$ cat src/sv/cpd_pkg.sv
// Shared types and constants for the compass direction projection block.
package cpd_pkg;

   localparam int unsigned SQRT_CELLS = 16;   // one root bit per cell
   localparam int unsigned DIV_CELLS  = 8;    // one quotient bit per cell

   localparam logic [15:0] NEAR_LIMIT     = 16'hb504;
   localparam logic [15:0] ZERO_LEN       = 16'hFFFF;
   localparam logic [7:0]  CENTRE_X_RESET = 8'd182;
   localparam logic [7:0]  CENTRE_Y_RESET = 8'd115;

   typedef enum logic {
      CSR_CENTRE_X = 1'b0,
      CSR_CENTRE_Y = 1'b1
   } csr_idx_type;

   // item travelling down the square root chain
   typedef struct packed {
      logic [31:0] rad;      // radicand bits still to be consumed, MSB first
      logic [16:0] rem;      // partial remainder
      logic [15:0] root;     // partial root
      logic [23:0] num_x;    // magnitude of the x numerator
      logic [23:0] num_y;
      logic        neg_x;
      logic        neg_y;
      logic        behind;
   } sq_bus_type;

   // one division lane
   typedef struct packed {
      logic [15:0] rem;      // partial remainder, below the divisor unless sat is set
      logic [7:0]  nlow;     // numerator bits still to be brought down
      logic [7:0]  quo;      // quotient bits so far
      logic        sat;      // quotient already known to be 256 or more
      logic        neg;      // sign of the numerator
   } div_lane_type;

   // item travelling down the division chain
   typedef struct packed {
      div_lane_type lx;
      div_lane_type ly;
      logic [15:0]  den;
      logic         behind;
   } div_bus_type;

endpackage

$ cat src/sv/cpd_div_cell.sv
// One cell of the division chain: one quotient bit for both lanes.
module cpd_div_cell (
   input  logic                  clock,
   input  logic                  reset,
   input  logic                  in_valid,
   input  cpd_pkg::div_bus_type  in_bus,
   input  logic                  down_hold,
   output logic                  up_hold,
   output logic                  out_valid,
   output cpd_pkg::div_bus_type  out_bus
);

   function automatic cpd_pkg::div_lane_type lane_step(cpd_pkg::div_lane_type l,
                                                       logic [15:0] den);
      cpd_pkg::div_lane_type r;
      logic [16:0]           rs;
      logic                  ge;
      rs    = {l.rem, l.nlow[7]};
      ge    = (rs >= {1'b0, den});
      r     = l;
      r.rem  = ge ? 16'(rs - {1'b0, den}) : rs[15:0];
      r.quo  = {l.quo[6:0], ge};
      r.nlow = {l.nlow[6:0], 1'b0};
      return r;
   endfunction

   logic                  valid_ff;
   cpd_pkg::div_bus_type  bus_ff, bus_in;

   always_comb begin
      bus_in    = in_bus;
      bus_in.lx = lane_step(in_bus.lx, in_bus.den);
      bus_in.ly = lane_step(in_bus.ly, in_bus.den);
   end

   assign up_hold = valid_ff && down_hold;

   always_ff @(posedge clock) begin
      if (reset) begin
         valid_ff <= 1'b0;
      end else if (!up_hold) begin
         valid_ff <= in_valid;
      end
      if (!up_hold) begin
         bus_ff <= bus_in;
      end
   end

   assign out_valid = valid_ff;
   assign out_bus   = bus_ff;

endmodule

$ cat config.mk
export PLATFORM = sky130hd
export DESIGN_NAME = cpd_div_cell
export DESIGN_NICKNAME = d
export VERILOG_FILES = /design/src/sv/cpd_pkg.sv /design/src/sv/cpd_div_cell.sv
export SDC_FILE = /design/constraint.sdc
export NUM_CORES = 1
export LEC_CHECK = 0
export ABC_AREA = 1
export BUFFER_PORTS_ARGS = -buffer_cell sky130_fd_sc_hd__buf_4
export CAP_MARGIN = 15
export CORE_ASPECT_RATIO = 0.9
export CORE_UTILIZATION = 25
export DETAILED_ROUTE_END_ITERATION = 8
export SYNTH_ARGS = -nofsm -noshare
export SYNTH_HDL_FRONTEND = slang
export SYNTH_SLANG_ARGS = --single-unit
$ cat constraint.sdc
create_clock -name clock -period 4.35 [get_ports clock]
set_clock_uncertainty 0.05 [all_clocks]
set_input_delay 1.0875 -clock clock [delete_from_list [all_inputs] [get_ports clock]]
set_output_delay 1.0875 -clock clock [all_outputs]
set_load 0.01 [all_outputs]
==> flow_metrics.py <==
metrics = {
    "critical_path": {
        "worstSetupPathType": "in -> reg",
        "arrival_ps": 3020,
        "required_ps": 4390,
        "start_kind": "input port",
        "path_max_fanout": 20,
        "setup.worst_path.end_class": "flop",
    },
    "global_route": {
        "track_usage_pct": 13.9,
        "grt_pass1_wl_mm": 22.5,
        "grtUsageMet1_pct": 18.8,
        "grt_pass1_vias": 4163,
        "grt_antenna_before_repair": 1,
        "busiest_layer": "met2",
        "overflow": 0,
        "grt_util_met2_pct": 20.9,
        "grt.met3_usage_pct": 4.06,
        "grt_start_max_net_pins": 57,
    },
    "yosys": {
        "synthesis.area_um2": 5210,
        "ys_top_cells_by_area": "edfxtp_1 48%, nand2_1 18%, inv_1 8.1%, ha_1 7.7%, nand3_1 3.7%",
        "synth_top_area_cell": "edfxtp_1",
        "ys_seq_area_share_pct": 48.3,
        "synth_mux_area_share_pct": 0,
        "synth_top_area_share_pct": 47.9,
        "synth_compound_area_share_pct": 2.48,
        "synth_top_family_by_area": "simple AND/OR/NAND/NOR gates",
        "syn_avg_cell_area_um2": 8.32,
        "yosysUniqueCellTypes": 32,
        "synthXorXnorAreaFrac_pct": 2.02,
        "synth_seq_cells": 84,
        "synth.yosys.warnings": 0,
        "syn_inst": 626,
        "synthAdderAreaFrac_pct": 8.46,
        "yosys.area_share.simple_pct": 28.9,
    },
    "finish": {
        "layout_commonest_cell": "nand2_1",
        "drive_above_1_share_pct": 26.4,
        "final_cell_mix": "246 x nand2_1, 173 x buf_4, 112 x inv_1",
        "final_nets": 926,
        "multi_input_area_um2": 2200,
        "n_fill_cell": 2151,
        "seq_area_um2": 2510,
        "fin_area_um2": 7060,
        "area.growth.synth_to_final_pct": 35.6,
        "fin_cells": 1064,
    },
    "placed_design": {
        "dpl.cell_count": 1047,
        "place_area_um2": 6760,
        "portBuffers": 171,
        "globalplace.congestion": 0.850,
        "dp_hpwl_mm": 11.8,
    },
    "clock_network": {
        "cts_buffer_depth": 2,
        "hold_buffers": 0,
        "cts-htree-levels": 3,
        "clk_pin_slew_ps": 60,
        "cts_resized": 0,
        "clock-sinks": 84,
        "numCtsBuffers": 9,
        "clk_latency_ps": 340,
        "cts_root_buffer": "clkbuf_16",
        "cts_tree": "done",
        "cts_setup_buffers": 0,
    },
    "drt": {
        "wirelength_mm": 14.9,
        "drtAntennaViolNets": 0,
        "drt_iter0_drc": 268,
        "num_vias": 4464,
        "viasPerCell": 4.20,
        "post_drt_wl_per_cell_um": 14.0,
        "first_pass_iters": 5,
        "drcViolationCount": 0,
    },
    "power": {
        "power.total_mw": 2.46,
        "vdd_drop_max_mv": 0.158,
        "p_seq_share_pct": 41.6,
        "p_switching_mw": 0.730,
        "comb_power_share_pct": 25.8,
        "switching_share_pct": 29.7,
        "p_clk_share_pct": 32.6,
        "p_per_area_nw_per_um2": 348,
        "p_leak_nw": 3.71,
        "p_int_mw": 1.73,
    },
    "floorplan": {
        "pin_count": 176,
        "die_area_um2": 21400,
        "initial_utilization_pct": 25.8,
        "die_w_um": 154,
        "rows": 49,
        "die_h_um": 139,
        "core_area_um2": 20200,
    },
    "timing": {
        "rsz0062_at_grt": "no",
        "fin_crit_ps": 2970,
        "relSlewSlack_pct": 48.9,
        "slew_viol_final": 0,
        "hold_slack_ps": 797,
        "setup_tns_ps": 0,
        "max_freq_mhz": 336,
        "finalHoldViolCount": 0,
        "period_share_pct": 68.4,
        "setup-violations-final": 0,
        "tightest_slew_ps": 766,
    },
    "flow_run": {
        "cap_violations": 0,
    },
    "worst_hold_path": {
        "min_path_type": "reg -> reg",
    },
    "run_status": {
        "outcome": "finished, final reports clean",
    },
}
[cells by family (layout without fill, tap and decap cells)]
family | Yosys count | after routing
flip-flops | 84 | 84
XOR/XNOR | 12 | 12
AND/OR/NAND/NOR | 349 | 349
buffers and inverters | 123 | 304
other | 1 | 3
AO/OA/AOI/OAI | 23 | 23
adder cells (fa/ha/maj) | 34 | 34
[worst max-delay path: stages]
cell and delay (ps):
buf_4 80, inv_1 60, ha_1 370, nand2_1 130, inv_1 140, nand2_1 60, nor2_1 100, nand2_1 60
nor2_1 80, nor2_1 50, nand2_2 350, inv_2 250, nand2_1 110, nand2_1 70
[flip-flops by register name, summed over array words and instances (netlist names)]
register,count
out_bus,83
out_valid,1
[metal layers]
| metal | up-vias | share of wire (%) |
|---|---|---|
| met5 | - | 0 |
| met4 | 0 | 1.4 |
| met2 | 157 | 42 |
| met1 | 1958 | 48 |
| li1 | 2337 | - |
| met3 | 12 | 8.5 |
[power by group through the flow]
stage | registers, mW | logic (mW) | clock network (mW)
CTS | 1.03 | 0.640 | 0.836
global route | 1.03 | 0.706 | 0.859
finish | 1.02 | 0.635 | 0.800
floorplan | 1.09 | 0.307 | 0
detailed placement | 1.04 | 0.637 | 0
global placement | 1.04 | 0.636 | 0
[synthesized netlist by cell type, drive strengths merged]
master / instances
nand2: 255
inv: 115
edfxtp: 83
nand3: 45
ha: 32
nor2: 27
a21oi: 17
xor2: 10
buf: 8
nand3b: 8
nand4: 7
nor3: 4
and2: 2
fa: 2
o21ai: 2
o21bai: 2
xnor2: 2
a21boi: 1
conb: 1
dfxtp: 1
o21a: 1
or2: 1
[final cells by class]
type                       instances  area share, %
antenna                            1         0.0354
clock buffer                      10           3.24
clock inverter                     6           1.01
inverter                         115           6.11
multi-input combinational        420           31.1
sequential                        84           35.6
tap                              255           4.52
timing repair buffer             173           18.4
[worst paths after layout]
check / startpoint / to / slack [ps] / cells after the start
worst max-delay path: in_bus[14] / out_bus[79] / 1380 / 14
worst min register to register: out_valid / out_bus[28] / 800 / 1
worst max register to register: out_valid / out_bus[48] / 2550 / 2
worst min-delay path: out_valid / out_bus[28] / 800 / 1
[per-stage QoR]
stage | setup slack, ps | utilization (%)
global placement | 980 | 33.5
floorplan | 15.3 | -
CTS | 1340 | 35.0
global route | 1160 | 35.0
finish | 1380 | 35.0
detailed placement | 975 | 33.5
Note: power is estimated with default switching activity, not from simulation.
