## config.mk

```make
export PLATFORM = sky130hd
export DESIGN_NAME = cpd_front
export DESIGN_NICKNAME = d
export VERILOG_FILES = /design/src/sv/cpd_pkg.sv /design/src/sv/cpd_front.sv
export SDC_FILE = /design/constraint.sdc
export NUM_CORES = 2
export LEC_CHECK = 0
export BUFFER_PORTS_ARGS = -buffer_cell sky130_fd_sc_hd__buf_4
export CORE_ASPECT_RATIO = 1.2
export CORE_MARGIN = 2
export CORE_UTILIZATION = 57
export CTS_CLUSTER_DIAMETER = 40
export CTS_CLUSTER_SIZE = 16
export DETAILED_ROUTE_END_ITERATION = 10
export GPL_ROUTABILITY_DRIVEN = 0
export PLACE_DENSITY = 0.74
export SETUP_SLACK_MARGIN = 0.15
export SYNTH_ARGS = -nofsm -noshare
export SYNTH_HDL_FRONTEND = slang
export SYNTH_SLANG_ARGS = --single-unit
export TNS_END_PERCENT = 10
```

## constraint.sdc

```tcl
create_clock -name clock -period 17.6 [get_ports clock]
set_input_delay 2.64 -clock clock [delete_from_list [all_inputs] [get_ports clock]]
set_output_delay 2.64 -clock clock [all_outputs]
set_load 0.005 [all_outputs]
```

## src/sv/cpd_pkg.sv

```systemverilog
// Shared types and constants for the compass direction projection block.
package cpd_pkg;

   localparam int unsigned SQRT_CELLS = 16;   // one root bit per cell
   localparam int unsigned DIV_CELLS  = 8;    // one quotient bit per cell

   localparam logic [15:0] NEAR_LIMIT     = 16'hb504;
   localparam logic [15:0] ZERO_LEN       = 16'hFFFF;
   localparam logic [7:0]  CENTRE_X_RESET = 8'd182;
   localparam logic [7:0]  CENTRE_Y_RESET = 8'd115;

   typedef enum logic {
      CSR_CENTRE_X = 1'b0,
      CSR_CENTRE_Y = 1'b1
   } csr_idx_type;

   // item travelling down the square root chain
   typedef struct packed {
      logic [31:0] rad;      // radicand bits still to be consumed, MSB first
      logic [16:0] rem;      // partial remainder
      logic [15:0] root;     // partial root
      logic [23:0] num_x;    // magnitude of the x numerator
      logic [23:0] num_y;
      logic        neg_x;
      logic        neg_y;
      logic        behind;
   } sq_bus_type;

   // one division lane
   typedef struct packed {
      logic [15:0] rem;      // partial remainder, below the divisor unless sat is set
      logic [7:0]  nlow;     // numerator bits still to be brought down
      logic [7:0]  quo;      // quotient bits so far
      logic        sat;      // quotient already known to be 256 or more
      logic        neg;      // sign of the numerator
   } div_lane_type;

   // item travelling down the division chain
   typedef struct packed {
      div_lane_type lx;
      div_lane_type ly;
      logic [15:0]  den;
      logic         behind;
   } div_bus_type;

endpackage

```

## src/sv/cpd_front.sv

```systemverilog
// Front end: coordinate reduction, squares, near/far choice and radicand select.
module cpd_front (
   input  logic                    clock,
   input  logic                    reset,
   input  logic                    in_valid,
   input  logic signed [31:0]      pos_x,
   input  logic signed [31:0]      pos_y,
   input  logic signed [31:0]      pos_z,
   input  logic                    down_hold,
   output logic                    up_hold,
   output logic                    out_valid,
   output cpd_pkg::sq_bus_type     out_bus
);

   logic [31:0] raw [3];
   logic [23:0] red_mag [3];
   logic [15:0] far_mag [3];
   logic [2:0]  near_ok;

   // stage A registers
   logic        a_valid_ff;
   logic [31:0] near_sq_ff [3];
   logic [31:0] far_sq_ff [3];
   logic        all_near_ff;
   logic [23:0] mag_x_ff, mag_y_ff;
   logic        neg_x_ff, neg_y_ff, behind_ff;
   logic        a_hold;

   // stage B
   logic                 b_valid_ff;
   cpd_pkg::sq_bus_type  b_bus_ff, b_bus_in;
   logic                 b_hold;
   logic [33:0]          near_sum, far_sum;
   logic                 far;

   assign raw[0] = pos_x;
   assign raw[1] = pos_y;
   assign raw[2] = pos_z;

   always_comb begin
      for (int i = 0; i < 3; i++) begin
         red_mag[i] = raw[i][31] ? (~raw[i][31:8] + 24'd1) : raw[i][31:8];
         far_mag[i] = raw[i][31] ? (~raw[i][31:16] + 16'd1) : raw[i][31:16];
         near_ok[i] = (red_mag[i] <= {8'd0, cpd_pkg::NEAR_LIMIT});
      end
   end

   assign b_hold  = b_valid_ff && down_hold;
   assign a_hold  = a_valid_ff && b_hold;
   assign up_hold = a_hold;

   always_ff @(posedge clock) begin
      if (reset) begin
         a_valid_ff <= 1'b0;
      end else if (!a_hold) begin
         a_valid_ff <= in_valid;
      end
      if (!a_hold) begin
         for (int i = 0; i < 3; i++) begin
            near_sq_ff[i] <= 32'(red_mag[i][15:0]) * 32'(red_mag[i][15:0]);
            far_sq_ff[i]  <= 32'(far_mag[i]) * 32'(far_mag[i]);
         end
         all_near_ff <= &near_ok;
         mag_x_ff    <= red_mag[0];
         mag_y_ff    <= red_mag[1];
         neg_x_ff    <= raw[0][31];
         neg_y_ff    <= raw[1][31];
         behind_ff   <= raw[2][31];
      end
   end

   always_comb begin
      near_sum = {2'b00, near_sq_ff[0]} + {2'b00, near_sq_ff[1]} + {2'b00, near_sq_ff[2]};
      far_sum  = {2'b00, far_sq_ff[0]} + {2'b00, far_sq_ff[1]} + {2'b00, far_sq_ff[2]};
      // far when a magnitude is out of range or the sum reaches 2^31
      far      = !all_near_ff || (near_sum[33:31] != 3'd0);
      b_bus_in.rad    = far ? far_sum[31:0] : near_sum[31:0];
      b_bus_in.rem    = '0;
      b_bus_in.root   = '0;
      b_bus_in.num_x  = far ? mag_x_ff : {mag_x_ff[15:0], 8'h00};
      b_bus_in.num_y  = far ? mag_y_ff : {mag_y_ff[15:0], 8'h00};
      b_bus_in.neg_x  = neg_x_ff;
      b_bus_in.neg_y  = neg_y_ff;
      b_bus_in.behind = behind_ff;
   end

   always_ff @(posedge clock) begin
      if (reset) begin
         b_valid_ff <= 1'b0;
      end else if (!b_hold) begin
         b_valid_ff <= a_valid_ff;
      end
      if (!b_hold) begin
         b_bus_ff <= b_bus_in;
      end
   end

   assign out_valid = b_valid_ff;
   assign out_bus   = b_bus_ff;

endmodule

```

==> out/qor.csv <==
metric,value,unit
outcome,finished clean,
Worst Path Required,17.98,ns
"Remaining Overflow, GRT",0,
IO Port Bufs,160,
WS Path Type,primary input to flop,
Slew HR,0.209,
DP Area,0.0616,mm²
vias in the first global route,45300,
hold_buf cts,0,
fin. max-slew vios,0,
I/O pin count,218,
Worst Path Arrival,12.41,ns
library cells used by synthesis,84,
row count,128,
synth warn,0,
Clock Skew,0.0360,ns
drt initial violations,2601,
core area,0.102,mm²
Total GRT Usage,0.290,
Final period util,0.684,
critical path's largest stage delay,0.55,ns
Max Freq,0.0831,GHz
filler cell count,8348,
mean post-synth cell area,9.70,µm²
DRT antenna net count,0,
Clock Sinks,321,
dpl hpwl,122000,µm
Final Instance Count excl. Fillers,7659,
Post-synth EDFFs,319,
global-route wire length before repair,236000,µm
Die Wd,296,µm
drt pass-1 iters,6,
WL per Instance,19.2,µm
sequential area share after synthesis,0.164,
"Hold Vio Cnt, Final",0,
Setup WS pre-CTS,5.04,ns
Post-Route WL,147000,µm
Max-Cap Viols,0,
Worst Path Max Fanout,17,
main flop type after synthesis,edfxtp_1,
Hold Crit Class,flop to flop,
Post-CTS Setup Inserts,0,
clock latency on the worst-skew pair,0.66,ns
CTS tree,built,
Post-Synthesis Cells,6033,
CTS Buffer Depth,3,
Via-to-Cell Ratio,5.52,
Synth async-reset ratio,0,
initial antenna violation count,11,
DIE AREA,0.105,mm²
Reg area,0.00962,mm²
final non-filler cell area,0.0636,mm²
largest net degree at the start of global routing,142,
#FFs+latches synth,321,
H-tree depth,2,
Worst path slowest cell,fa_1,
Num CTS Buffers,57,
RSZ-0062 raised after global routing,no,
Root Buffer,clkbuf_16,
Resized Gates After CTS,0,
layout cells sized above 1,0.0660,
starting density of the core,0.575,
Die Ht,355,µm
minimum clock period,12.03,ns
Placed Cells,7549,
DRC,0,
Worst-path clk slew,0.05,ns
Least-Margin Pin Slew,1.18,ns
crit path launch type,primary input,
"Cell Area, Synth",0.0585,mm²
Multi-input gate area,0.0430,mm²
Worst Slack Setup Final,5.57,ns
nets,8023,
Layout area overhead,8.68,%
final setup TNS,0,ns
via count,42200,
Worst setup EP type,flop,
Final Setup Violations,0,
cell mode on critical path,fa_1,
[through the flow]
stage                     utilization  hold slack, ns
after global routing            0.625           0.423
after CTS                       0.625           0.420
after floorplan                     -           0.400
final                           0.625           0.420
after detailed placement        0.606           0.416
after global placement          0.606           0.402
[logic make-up (layout without fill, tap and decap cells)]
logic type	count (synthesis)	after routing	synth area share
other	2	76	0.000128
AND/OR/NAND/NOR	1330	1330	0.0988
adder cells (fa/ha/maj)	1680	1680	0.493
buffers and inverters	1605	1792	0.105
XOR/XNOR	354	354	0.0531
AO/OA/AOI/OAI	703	703	0.0783
multiplexers	38	38	0.00719
flip-flops	321	321	0.164
[state kept, by name, summed over array words and instances (netlist names)]
signal / cells
a_valid_ff: 1
out_bus: 83
behind_ff: 1
mag_y_ff: 24
near_sq_ff: 91
neg_x_ff: 1
neg_y_ff: 1
far_sq_ff: 93
mag_x_ff: 24
out_valid: 1
all_near_ff: 1
[routing by layer]
layer,GRT usage,vias to the layer above,share of wire
li1,-,19200,-
met1,0.357,21000,0.37
met2,0.493,1552,0.49
met3,0.0386,426,0.069
met4,0.162,4,0.065
met5,0,-,0.00020
[critical path, delay by kind of cell]
| family | cells | cell delay, ns |
|---|---|---|
| buffers and inverters | 6 | 1.11 |
| and+or+nand+nor | 10 | 3.04 |
| adders and majority gates | 8 | 3.64 |
| AOI/OAI and AO/OA | 5 | 1.33 |
| xor gates and xnor gates | 2 | 0.63 |
[area by class of cell]
type / instances / share of cell area
clock inverters: 46 / 0.00850
flip-flops and latches: 321 / 0.151
repair buffers: 231 / 0.0275
inverters: 1455 / 0.0859
well taps: 1365 / 0.0269
multi-input cells: 4177 / 0.677
diodes: 4 / 0.000157
clock buffers: 60 / 0.0226
[final timing paths]
check | to | cells past startpoint | slack [ns] | from
max | far_sq_ff[0][63] | 31 | 5.57 | pos_y[16]
min | out_bus[1] | 0 | 0.42 | neg_y_ff
max reg2reg | out_bus[108] | 12 | 12.45 | near_sq_ff[0][5]
min reg2reg | out_bus[1] | 0 | 0.42 | neg_y_ff
[cell usage after synthesis, types with 23 or more instances]
library cell / n / share of area
inv_1: 1407 / 0.090
fa_1: 1039 / 0.36
ha_1: 641 / 0.14
nand2_1: 550 / 0.035
nor2_1: 473 / 0.030
edfxtp_1: 319 / 0.16
xnor2_1: 233 / 0.035
a21oi_1: 192 / 0.016
o21ai_0: 139 / 0.012
xor2_1: 120 / 0.018
a21o_1: 114 / 0.015
clkbuf_1: 107 / 0.0069
o21a_1: 50 / 0.0064
nor3_1: 47 / 0.0040
clkinv_1: 41 / 0.0026
nand2b_1: 37 / 0.0040
nand3_1: 35 / 0.0030
buf_4: 33 / 0.0042
mux2_2: 32 / 0.0062
and2_1: 29 / 0.0031
o21bai_1: 28 / 0.0036
or3_1: 25 / 0.0027
nor2b_1: 23 / 0.0025
[cell usage in the layout (no fill, tap or decap), types with 25 or more instances in the layout]
cell type	n
nand2_1	549
nor3_1	47
mux2_2	32
a21o_1	114
o21ai_0	139
and2_1	29
nor2_1	473
inv_1	1407
o21a_1	50
edfxtp_1	319
nand3_1	34
clkbuf_16	57
conb_1	72
xor2_1	119
fa_1	1039
clkinv_1	43
a21oi_1	192
o21bai_1	28
buf_4	230
or3_1	25
nand2b_1	37
ha_1	641
xnor2_1	229
Power is not shown: default switching activity piles up to over one toggle a cycle in this logic, so the estimate is an artifact.
