File: src/sv/cpd_pkg.sv
// Shared types and constants for the compass direction projection block.
package cpd_pkg;

   localparam int unsigned SQRT_CELLS = 16;   // one root bit per cell
   localparam int unsigned DIV_CELLS  = 8;    // one quotient bit per cell

   localparam logic [15:0] NEAR_LIMIT     = 16'hb504;
   localparam logic [15:0] ZERO_LEN       = 16'hFFFF;
   localparam logic [7:0]  CENTRE_X_RESET = 8'd182;
   localparam logic [7:0]  CENTRE_Y_RESET = 8'd115;

   typedef enum logic {
      CSR_CENTRE_X = 1'b0,
      CSR_CENTRE_Y = 1'b1
   } csr_idx_type;

   // item travelling down the square root chain
   typedef struct packed {
      logic [31:0] rad;      // radicand bits still to be consumed, MSB first
      logic [16:0] rem;      // partial remainder
      logic [15:0] root;     // partial root
      logic [23:0] num_x;    // magnitude of the x numerator
      logic [23:0] num_y;
      logic        neg_x;
      logic        neg_y;
      logic        behind;
   } sq_bus_type;

   // one division lane
   typedef struct packed {
      logic [15:0] rem;      // partial remainder, below the divisor unless sat is set
      logic [7:0]  nlow;     // numerator bits still to be brought down
      logic [7:0]  quo;      // quotient bits so far
      logic        sat;      // quotient already known to be 256 or more
      logic        neg;      // sign of the numerator
   } div_lane_type;

   // item travelling down the division chain
   typedef struct packed {
      div_lane_type lx;
      div_lane_type ly;
      logic [15:0]  den;
      logic         behind;
   } div_bus_type;

endpackage

File: src/sv/cpd_sqrt_cell.sv
// One cell of the square root chain: settles one root bit per item.
module cpd_sqrt_cell (
   input  logic                 clock,
   input  logic                 reset,
   input  logic                 in_valid,
   input  cpd_pkg::sq_bus_type  in_bus,
   input  logic                 down_hold,
   output logic                 up_hold,
   output logic                 out_valid,
   output cpd_pkg::sq_bus_type  out_bus
);

   logic                 valid_ff;
   cpd_pkg::sq_bus_type  bus_ff, bus_in;
   logic [18:0]          rs, trial;
   logic                 ge;

   always_comb begin
      rs     = {in_bus.rem, in_bus.rad[31:30]};
      trial  = {1'b0, in_bus.root, 2'b01};
      ge     = (rs >= trial);
      bus_in = in_bus;
      bus_in.rem  = ge ? 17'(rs - trial) : rs[16:0];
      bus_in.root = {in_bus.root[14:0], ge};
      bus_in.rad  = {in_bus.rad[29:0], 2'b00};
   end

   assign up_hold = valid_ff && down_hold;

   always_ff @(posedge clock) begin
      if (reset) begin
         valid_ff <= 1'b0;
      end else if (!up_hold) begin
         valid_ff <= in_valid;
      end
      if (!up_hold) begin
         bus_ff <= bus_in;
      end
   end

   assign out_valid = valid_ff;
   assign out_bus   = bus_ff;

endmodule

File: config.mk
export PLATFORM = sky130hd
export DESIGN_NAME = cpd_sqrt_cell
export DESIGN_NICKNAME = d
export VERILOG_FILES = /design/src/sv/cpd_pkg.sv /design/src/sv/cpd_sqrt_cell.sv
export SDC_FILE = /design/constraint.sdc
export NUM_CORES = 1
export LEC_CHECK = 0
export BUFFER_PORTS_ARGS = -buffer_cell sky130_fd_sc_hd__buf_2
export CORE_MARGIN = 5
export CORE_UTILIZATION = 49
export CTS_BUF_LIST = sky130_fd_sc_hd__clkbuf_8 sky130_fd_sc_hd__clkbuf_16
export CTS_CLUSTER_DIAMETER = 100
export CTS_CLUSTER_SIZE = 10
export DETAILED_ROUTE_END_ITERATION = 12
export PLACE_DENSITY_LB_ADDON = 0.2
export SYNTH_ARGS = -nofsm -noshare
export SYNTH_HDL_FRONTEND = slang
export SYNTH_SLANG_ARGS = --single-unit
File: constraint.sdc
create_clock -name clock -period 9.7 [get_ports clock]
set_input_delay 0.485 -clock clock [delete_from_list [all_inputs] [get_ports clock]]
set_output_delay 0.485 -clock clock [all_outputs]
set_load 0.01 [all_outputs]
==> summary.txt, run 1 <==
Layout
  – Layout cells sized above 1: 0.530
  – Most common cell after layout, fill and taps aside: buf_2
  – Final Net Count: 661
  – Most frequent cells in the layout: buf_2, edfxtp_1, inv_1
  – Number of antenna diodes: 0
  – Multi-input logic area: 0.00106 mm²
  – Register area: 0.00344 mm²
  – FILL cells: 650
  – Area grow syn2layout: 40.8%

Placed design
  – Pre-CTS worst setup slack: 6.51 ns
  – DP HPWL: 9.00 mm
  – # port buffers: 235
  – Routability Congestion: 0.892

CTS
  – CTS buffer count: 17
  – Clock Latency Late Sink: 0.49 ns
  – # Post-CTS Setup Buffers: 0
  – Clock-pin transition on the worst setup and hold timing paths: 0.06 ns
  – CTS tree: built
  – Root buf cell: clkbuf_8
  – Post-CTS resize count: 0
  – CTS max path bufs: 2
  – Hold buffers post-CTS: 0
  – Clk sinks: 115
  – H-tree depth: 4

GRT
  – Initial antenna violation count: 0
  – First-pass GRT wire length: 18.0 mm
  – Vias in the first global route: 3,341
  – Largest net degree at the start of global routing: 88
  – Global route overflow: 0
  – GRT Util Overall: 0.207

Critical path
  – Critical path class: in -> reg
  – Req. time, crit path: 9.94 ns
  – Worst EP arrival: 2.90 ns
  – Startpoint Class: input port
  – Setup crit end kind: flop
  – Worst-path fanout max: 17

Logic synthesis
  – Warnings from Yosys: 0
  – Simple-gate area share of the yosys netlist: 0.0361
  – Post-Synth Adder-Cell Area: 0.0489
  – Syn Area/Cell: 17.1 µm²
  – Netlist cell types: 42
  – Compound-gate portion of the synthesized area: 0.0687
  – Synthesized area: 0.00461 mm²
  – Sequential share of the synthesized area: 0.747
  – Synth Register Bits: 115
  – Largest family of logic cells by synthesized area: compound AO/OA/AOI/OAI gates
  – XOR/XNOR Fraction of Synth Area: 0.0266
  – Mux cell area share after synthesis: 0.0459
  – Post-Synthesis Cells: 270

Floorplanning
  – Row cnt: 35
  – Initial core utilization: 0.501
  – Die H: 107 µm
  – Die area: 0.0114 mm²
  – Boundary Pins: 238
  – Core Footprint: 0.00920 mm²
  – Die Wd: 107 µm

Timing
  – Worst Skew: 0.00688 ns
  – RSZ-0062 raised after global routing: false
  – Max-slew violations: 0
  – Final setup viols: 0
  – Final setup TNS: 0 ns
  – Tcrit/Tclk final: 0.274
  – Worst-Margin Slew: 1.05 ns
  – Final Hold Vio Count: 0
  – Relative slew slack: 0.298
  – Fmax: 0.376 GHz
  – Tmin final: 2.66 ns
  – Final WS setup: 7.04 ns

Power
  – Share of total power in combinational logic: 0.131
  – Clock Power Share: 0.435
  – Worst vdd ir: 124 µV
  – Int Power: 0.00107 W
  – Sw Ratio: 0.236
  – Sequential fraction of design power: 0.434
  – PwrDens: 216 mW/mm²
  – Leakage: 2.99 nW
  – NetSw: 0.000330 W

Routing
  – Wire per inst: 18.6 µm
  – Drt pass-1 iters: 4
  – Post-Route WL: 12.0 mm
  – Initial DRC Count: 172
  – Antenna-violating nets left: 0
  – Routed vias: 3,247
  – Vias/cell: 5.02
  – DR DRC count: 0

Worst hold path
  – Worst hold path class: in -> reg

Flow run
  – Max-Cap Viols: 0

Outcome
  – Status: completed
[flip-flops by register name, summed over array words and instances, names as in the netlist]
name	cells
out_bus	114
out_valid	1
[critical path, stage by stage]
cell and delay [ns]:
buf_2 0.09, inv_1 0.04, ha_1 0.40, a21oi_2 0.19, o21ai_1 0.10, a311o_1 0.35
a21o_1 0.21, a21boi_4 0.61, mux2_2 0.41
[metal layers]
layer,global-route usage,wire (µm)
met3,0.0741,1010
met5,0,0
met1,0.222,4370
met4,0.0776,262
met2,0.372,6370
[path summary, 6_finish.rpt]
path | endpoint | slack (ns) | from | cells past startpoint
max reg2reg | out_bus[44]$_DFFE_PN_ | 7.71 | out_valid$_SDFFE_PP0N_ | 2
min reg2reg | out_bus[48]$_DFFE_PN_ | 0.88 | out_valid$_SDFFE_PP0N_ | 1
max | out_bus[69]$_DFFE_PN_ | 7.04 | in_bus[59] | 9
min | out_valid$_SDFFE_PP0N_ | 0.14 | reset | 2
[metrics by stage]
stage	cells	hold WS, ns	power (W)	util	instance area, µm²
after global routing	647	0.119	0.00146	0.705	6480
after global placement	615	0.646	0.000797	0.642	5910
final	647	0.142	0.00140	0.705	6480
after CTS	647	0.115	0.00141	0.705	6480
after floorplan	271	0.557	0.000721	-	4610
after detailed placement	615	0.645	0.000803	0.642	5910
[cell usage after synthesis, drive strengths merged]
library cell / count / share of area
o21bai: 2 / 0.0033
ha: 18 / 0.049
a311o: 2 / 0.0043
o41ai: 1 / 0.0019
o21a: 2 / 0.0033
nand2: 7 / 0.0057
nor2: 12 / 0.0098
o211a: 1 / 0.0022
o21ai: 8 / 0.0087
a21oi: 15 / 0.017
a21o: 4 / 0.0065
mux2: 15 / 0.042
nor2b: 1 / 0.0014
and3: 2 / 0.0027
and4b: 1 / 0.0022
inv: 22 / 0.018
mux2i: 2 / 0.0043
nand2b: 1 / 0.0014
buf: 3 / 0.0076
and2: 2 / 0.0027
o211ai: 2 / 0.0033
a31o: 1 / 0.0019
or3: 3 / 0.0041
a21boi: 2 / 0.0057
nor4: 1 / 0.0014
nand3: 1 / 0.0011
nand4: 2 / 0.0027
dfxtp: 1 / 0.0043
xor2: 6 / 0.011
a211o: 1 / 0.0019
xnor2: 8 / 0.015
edfxtp: 114 / 0.74
a41oi: 1 / 0.0019
nor3: 1 / 0.0011
conb: 1 / 0.00081
a22o: 1 / 0.0019
a211oi: 3 / 0.0049
[final cells by class]
cell class / instances / area share
Sequential cell: 115 / 0.531
Multi-Input combinational cell: 131 / 0.163
Clock inverter: 15 / 0.0255
Inverter: 22 / 0.0127
Timing Repair Buffer: 236 / 0.183
Tap cell: 111 / 0.0214
Clock buffer: 17 / 0.0639
[logic make-up after synthesis]
| kind of cell | count (synthesis) |
|---|---|
| DFF | 115 |
| muxes | 17 |
| AOI/OAI and AO/OA | 46 |
| adders and majority gates | 18 |
| buffers and inverters | 25 |
| other | 1 |
| and+or+nand+nor | 34 |
| xor gates and xnor gates | 14 |
[power groups by stage]
stage	combinational (W)	clock [W]	sequential (W)
2_1_floorplan	0.0000752	0	0.000646
3_3_place_gp	0.000180	0	0.000617
3_5_place_dp	0.000184	0	0.000618
4_1_cts	0.000186	0.000617	0.000609
5_1_grt	0.000200	0.000645	0.000612
6_report	0.000184	0.000610	0.000609
No activity file was read; power rests on OpenSTA's default activity.
==> run 2: changes to the inputs <==
- ABC_AREA: not set -> 1
- CORE_UTILIZATION: 49 -> 42
- clock period: 9.7 -> 2.3 ns (I/O delays scaled with it)
==> run 2 against run 1 <==
Hold slack worse by 0.12 ns. Non-clock buffer count increased by 102. Synthesized cell count is 56% higher. Sequential share of layout area down 9.8 points. Clock skew fell by 0.0033 ns. Die area up 24%. Cell count rose by 44%. Combinational power increased to 5.4 times the previous value. Total power increased to 4.4 times the previous value. Register-to-register slack got worse by 7.3 ns. Clock-buffer cell count unchanged. Largest cell class unchanged.
==> summary.txt, run 2 <==
Timing
  – Tcrit/Tclk final: 0.916
  – RSZ-0062 raised after global routing: false
  – Worst Skew: 0.00357 ns
  – Final setup TNS: 0 ns
  – Fmax: 0.475 GHz
  – Tmin final: 2.11 ns
  – Final setup viols: 0
  – Final Hold Vio Count: 0
  – Max-slew violations: 0

Floorplanning
  – Die area: 0.0142 mm²
  – Core Footprint: 0.0116 mm²
  – Initial core utilization: 0.433
  – Die H: 119 µm
  – Die Wd: 119 µm
  – Boundary Pins: 238
  – Row cnt: 39

Logic synthesis
  – Synth cell count leaders: nand2_1, edfxtp_1, inv_1
  – Synth Register Bits: 115
  – Most common cell in the synthesized netlist: nand2_1
  – Sequential share of the synthesized area: 0.688
  – Post-Synthesis Cells: 420
  – Netlist cell types: 27
  – Primary FF master, synth: edfxtp_1
  – Yosys top cell area share: 0.684
  – Syn Area/Cell: 11.9 µm²
  – Synthesized area: 0.00501 mm²
  – Asr flop ratio synth: 0
  – Top cells by area, synth: edfxtp_1, nand2_1, inv_1
  – Cell taking the most area after synthesis: edfxtp_1
  – Warnings from Yosys: 0
  – Post-synth EDFFs: 114

GRT
  – Global route overflow: 0
  – Vias in the first global route: 4,593
  – Initial antenna violation count: 1
  – Largest net degree at the start of global routing: 55
  – GRT Util Overall: 0.222
  – First-pass GRT wire length: 24.4 mm

Worst hold path
  – Worst hold path class: in -> reg
  – Hold_sp: in_bus[81]
  – Worst Hold Path EP: out_bus[83]$_DFFE_PN_
  – Hold depth: 3

Routing
  – Metal2 WL: 8.31 mm
  – DR DRC count: 0
  – Top sig layer: met4
  – Post-Route WL: 15.7 mm
  – Routed vias: 4,345
  – Antenna-violating nets left: 0
  – Vias/cell: 4.67
  – Met3 routed wirelength: 1.02 mm
  – Initial DRC Count: 282
  – Drt pass-1 iters: 4
  – Wire per inst: 16.8 µm
  – Wire length on met1: 6.05 mm

Power
  – Power Total: 0.00619 W
  – Worst vdd ir: 412 µV
  – PwrDens: 779 mW/mm²
  – Leakage: 3.91 nW

Critical path
  – Path depth of the worst reg2reg path: 6
  – Top Family by Delay on Critical Path: simple AND/OR/NAND/NOR gates
  – FF-to-FF End: out_valid$_SDFFE_PP0N_
  – Max stage delay cell, worst path: dlygate4sd3_1
  – Worst EP arrival: 2.27 ns
  – Worst Path Buf+Inv: 5
  – Setup crit end kind: flop
  – Critical path class: in -> reg
  – Flop2flop setup slack: 0.40 ns
  – Most used cell along the critical path: nand2_1
  – R2r startpoint: out_valid$_SDFFE_PP0N_
  – Largest stage delay, worst path: 0.53 ns
  – Worst-path fanout max: 18
  – Req. time, crit path: 2.46 ns
  – Startpoint Class: input port
  – CP cell instances: dlygate4sd3_1 > buf_2 > inv_1 > ha_1 > nand2_2 > inv_2 > nand2_1 > nand2_1 > inv_2 > nand3_2 > nand2_4 > nand2_8 > nand2_1 > nand2_1

Placed design
  – # port buffers: 235
  – DP HPWL: 10.2 mm
  – Routability Congestion: 0.883

CTS
  – Post-CTS resize count: 0
  – Clock-pin transition on the worst setup and hold timing paths: 0.06 ns
  – Clock Latency Late Sink: 0.41 ns
  – CTS buffer count: 17
  – H-tree depth: 4
  – CTS tree: built
  – Clk sinks: 115
  – CTS max path bufs: 2
  – Root buf cell: clkbuf_16

Flow run
  – Max-Cap Viols: 0

Layout
  – Max FFs per register: 114
  – Most frequent cells in the layout: buf_2, nand2_1, edfxtp_1
  – Final Net Count: 910
  – Most common cell after layout, fill and taps aside: buf_2
  – Layout cells sized above 1: 0.387
  – Area grow syn2layout: 58.7%

Outcome
  – Status: completed
## run 2: changes by cell type after synthesis, moves of 7 or more
cell / delta
o21ai_0: -7
mux2_2: -9
nand2_2: +19
nand2_1: +109
nand3_1: +29
inv_1: +42
## run 2: final cells by class
| cell class | count | area, µm² |
|---|---|---|
| diodes | 2 | 5.00 |
| multi-input cells | 232 | 1260 |
| clock buffers | 17 | 425 |
| fillers | 860 | 3620 |
| well taps | 143 | 179 |
| flip-flops and latches | 115 | 3440 |
| inverters | 68 | 255 |
| repair buffers | 338 | 2210 |
| clock inverters | 15 | 165 |
## run 2: what timing repair did
| item | in CTS | in global routing |
|---|---|---|
| hold endpoints to repair | 97 | 0 |
| hold buffers | 98 | 0 |
| setup buffers | 0 | 0 |
## run 2: per-stage QoR
step | hold slack [ns] | area (µm²) | cells | utilization | worst slack, ns
floorplan | 0.187 | 5020 | 421 | - | 0.617
global placement | 0.274 | 6370 | 798 | 0.551 | 0.394
detailed placement | 0.273 | 6370 | 798 | 0.551 | 0.321
CTS | 0.00307 | 7940 | 928 | 0.686 | 0.188
global route | 0.0440 | 7940 | 929 | 0.687 | 0.0427
finish | 0.0258 | 7940 | 930 | 0.687 | 0.194
## run 2: worst max path at each step
stage / from / endpoint / cells after the start
after floorplan: out_valid$_SDFFE_PP0N_ / out_valid$_SDFFE_PP0N_ / 4
after global placement: in_bus[59] / out_bus[79]$_DFFE_PN_ / 13
after detailed placement: in_bus[59] / out_bus[80]$_DFFE_PN_ / 13
after CTS: in_bus[59] / out_bus[80]$_DFFE_PN_ / 14
after global routing: in_bus[59] / out_bus[80]$_DFFE_PN_ / 14
final: in_bus[59] / out_bus[80]$_DFFE_PN_ / 14
## run 2: per-layer routing
metal | vias up | global-route usage
li1 | 2100 | -
met1 | 2053 | 0.243
met2 | 172 | 0.413
met3 | 20 | 0.0645
met4 | 0 | 0.0681
met5 | - | 0
## run 2: cells by family after synthesis
kind of cell / Yosys count / synth area share
AOI/OAI and AO/OA: 13 / 0.0150
and+or+nand+nor: 192 / 0.177
adders and majority gates: 18 / 0.0450
DFF: 115 / 0.688
other: 1 / 0.000749
buffers and inverters: 74 / 0.0620
xor gates and xnor gates: 7 / 0.0122
## run 2: report_power, final
part	leakage [nW]	switching, W	internal [W]	total (W)
clock network	0.286	0.000943	0.00169	0.00263
logic	2.44	0.000545	0.000444	0.000989
registers	1.19	0.0000502	0.00252	0.00257
## run 2: worst min-delay path: stages
cell and delay (ns):
buf_2 0.09, nand3_1 0.07, nand2_1 0.06
==> run 3: changes to the inputs <==
- ABC_AREA: 1 -> not set
- CORE_UTILIZATION: 42 -> 41
==> run 3 against run 2 <==
Combinational power decreased by 0.4%. Largest cell class unchanged. Hold slack improved by 0.0082 ns. Highest routed layer is now met5. Cell count fell by 14%. Global-route usage shrank 1.9 points. Critical path depth down 5. Core utilization grew 2.3 points. Setup slack got worse by 0.038 ns. Maximum frequency is 1.8% lower.
==> summary.txt, run 3 (synthesis gave the netlist of run 1 again) <==
Outcome
  – Status: completed

Floorplanning
  – Die Wd: 116 µm
  – Core Footprint: 0.0109 mm²
  – Boundary Pins: 238
  – Die area: 0.0135 mm²
  – Initial core utilization: 0.421
  – Die H: 116 µm
  – Row cnt: 38

GRT
  – GRT Util Overall: 0.203
  – Initial antenna violation count: 1
  – Global route overflow: 0
  – Largest net degree at the start of global routing: 37
  – First-pass GRT wire length: 20.3 mm
  – Vias in the first global route: 3,941

Power
  – Power Total: 0.00620 W
  – Worst vdd ir: 518 µV
  – Leakage: 3.56 nW
  – PwrDens: 799 mW/mm²

Timing
  – Max-slew violations: 0
  – Final Hold Vio Count: 0
  – Tcrit/Tclk final: 0.932
  – Worst Skew: 0.0117 ns
  – Final setup TNS: 0 ns
  – Tmin final: 2.14 ns
  – RSZ-0062 raised after global routing: false
  – Fmax: 0.466 GHz
  – Hold Slack: 0.0339 ns
  – Final setup viols: 0

Placed design
  – Routability Congestion: 0.852
  – DP HPWL: 9.30 mm
  – DP Area: 0.00614 mm²
  – Cell total after placement: 665
  – # port buffers: 235

Routing
  – Routed vias: 3,736
  – Post-Route WL: 13.9 mm
  – Antenna-violating nets left: 0
  – Initial DRC Count: 200
  – DR DRC count: 0
  – Wire per inst: 17.5 µm
  – Vias/cell: 4.69
  – Drt pass-1 iters: 4

Layout
  – Most frequent cells in the layout: buf_2, edfxtp_1, dlygate4sd3_1
  – Number of antenna diodes: 0
  – Final Net Count: 783
  – Layout cells sized above 1: 0.467
  – Most common cell after layout, fill and taps aside: buf_2
  – Max FFs per register: 114
  – FILL cells: 746
  – Non-Filler Instances: 797
  – Final instance area: 0.00776 mm²
  – Area grow syn2layout: 68.5%

CTS
  – Clk sinks: 115
  – H-tree depth: 4
  – CTS tree: built
  – CTS max path bufs: 2
  – Clock Latency Late Sink: 0.40 ns
  – Clock-pin transition on the worst setup and hold timing paths: 0.06 ns
  – CTS buffer count: 17
  – Root buf cell: clkbuf_16

Flow run
  – Max-Cap Viols: 0

Worst hold path
  – Hold_sp: in_bus[78]
  – Worst Hold Path EP: out_bus[80]$_DFFE_PN_
  – Hold depth: 2
  – Worst hold path class: in -> reg

Critical path
  – Startpoint Class: input port
  – Worst EP arrival: 2.29 ns
  – Flop2flop setup slack: 0.69 ns
  – R2r startpoint: out_valid$_SDFFE_PP0N_
  – Path depth of the worst reg2reg path: 5
  – Setup crit end kind: flop
  – FF-to-FF End: out_valid$_SDFFE_PP0N_
  – Critical path class: in -> reg
  – Worst-path fanout max: 8
  – Req. time, crit path: 2.44 ns
-- run 3: cell types whose count changed in the layout (fill, tap and decap cells not counted), sizes merged, moves of 3 or more --
cell    change
nand2     -130
or3         +3
xnor2       +6
buf        +19
mux2       +15
nand3      -31
inv        -47
a21oi       +3
o21ai       +8
a21o        +4
a211oi      +3
-- run 3: layout make-up --
| class | instances | area (µm²) | area share |
|---|---|---|---|
| Clock inverter | 14 | 171 | 0.0221 |
| Inverter | 22 | 82.6 | 0.0106 |
| Timing Repair Buffer | 358 | 2400 | 0.310 |
| Clock buffer | 17 | 425 | 0.0548 |
| Sequential cell | 115 | 3440 | 0.444 |
| Tap cell | 140 | 175 | 0.0226 |
| Multi-Input combinational cell | 131 | 1060 | 0.137 |
-- run 3: routing by layer --
| layer | track usage | share of wire |
|---|---|---|
| met3 | 0.0773 | 0.095 |
| met1 | 0.208 | 0.36 |
| met4 | 0.0804 | 0.023 |
| met2 | 0.371 | 0.52 |
| met5 | 0 | 0.00093 |
-- run 3: through the flow --
| step | setup WS, ns | utilization |
|---|---|---|
| floorplan | 0.0225 | - |
| global placement | -0.0806 | 0.561 |
| detailed placement | -0.138 | 0.561 |
| CTS | 0.0543 | 0.705 |
| global route | 0.0470 | 0.710 |
| finish | 0.156 | 0.710 |
-- run 3: worst max-delay path by stage --
stage,startpoint,end,depth (start not counted)
floorplan,in_bus[59],out_bus[75]$_DFFE_PN_,9
global placement,in_bus[59],out_bus[74]$_DFFE_PN_,10
detailed placement,in_bus[59],out_bus[83]$_DFFE_PN_,10
CTS,in_bus[64],out_bus[73]$_DFFE_PN_,11
global route,in_bus[64],out_bus[73]$_DFFE_PN_,10
finish,in_bus[64],out_bus[78]$_DFFE_PN_,9
-- run 3: timing repair --
item,in CTS,in global routing
endpoints found under the setup margin,0,13
hold buffers,98,0
buffers inserted,0,3
hold endpoints to repair,97,0
gates resized for setup,0,1
-- run 3: critical path, cell delays in order --
cell,delay [ns]
dlygate4sd3_1,0.55
inv_1,0.05
ha_1,0.20
a21o_1,0.17
a211o_1,0.31
a21oi_2,0.13
a21boi_4,0.27
clkbuf_16,0.20
mux2_4,0.30
-- run 3: power by group --
part / leakage [nW] / switching, W / internal (W)
sequential: 1.19 / 0.0000487 / 0.00252
clock: 0.300 / 0.000865 / 0.00178
combinational: 2.07 / 0.000465 / 0.000520
total: 3.56 / 0.00138 / 0.00482
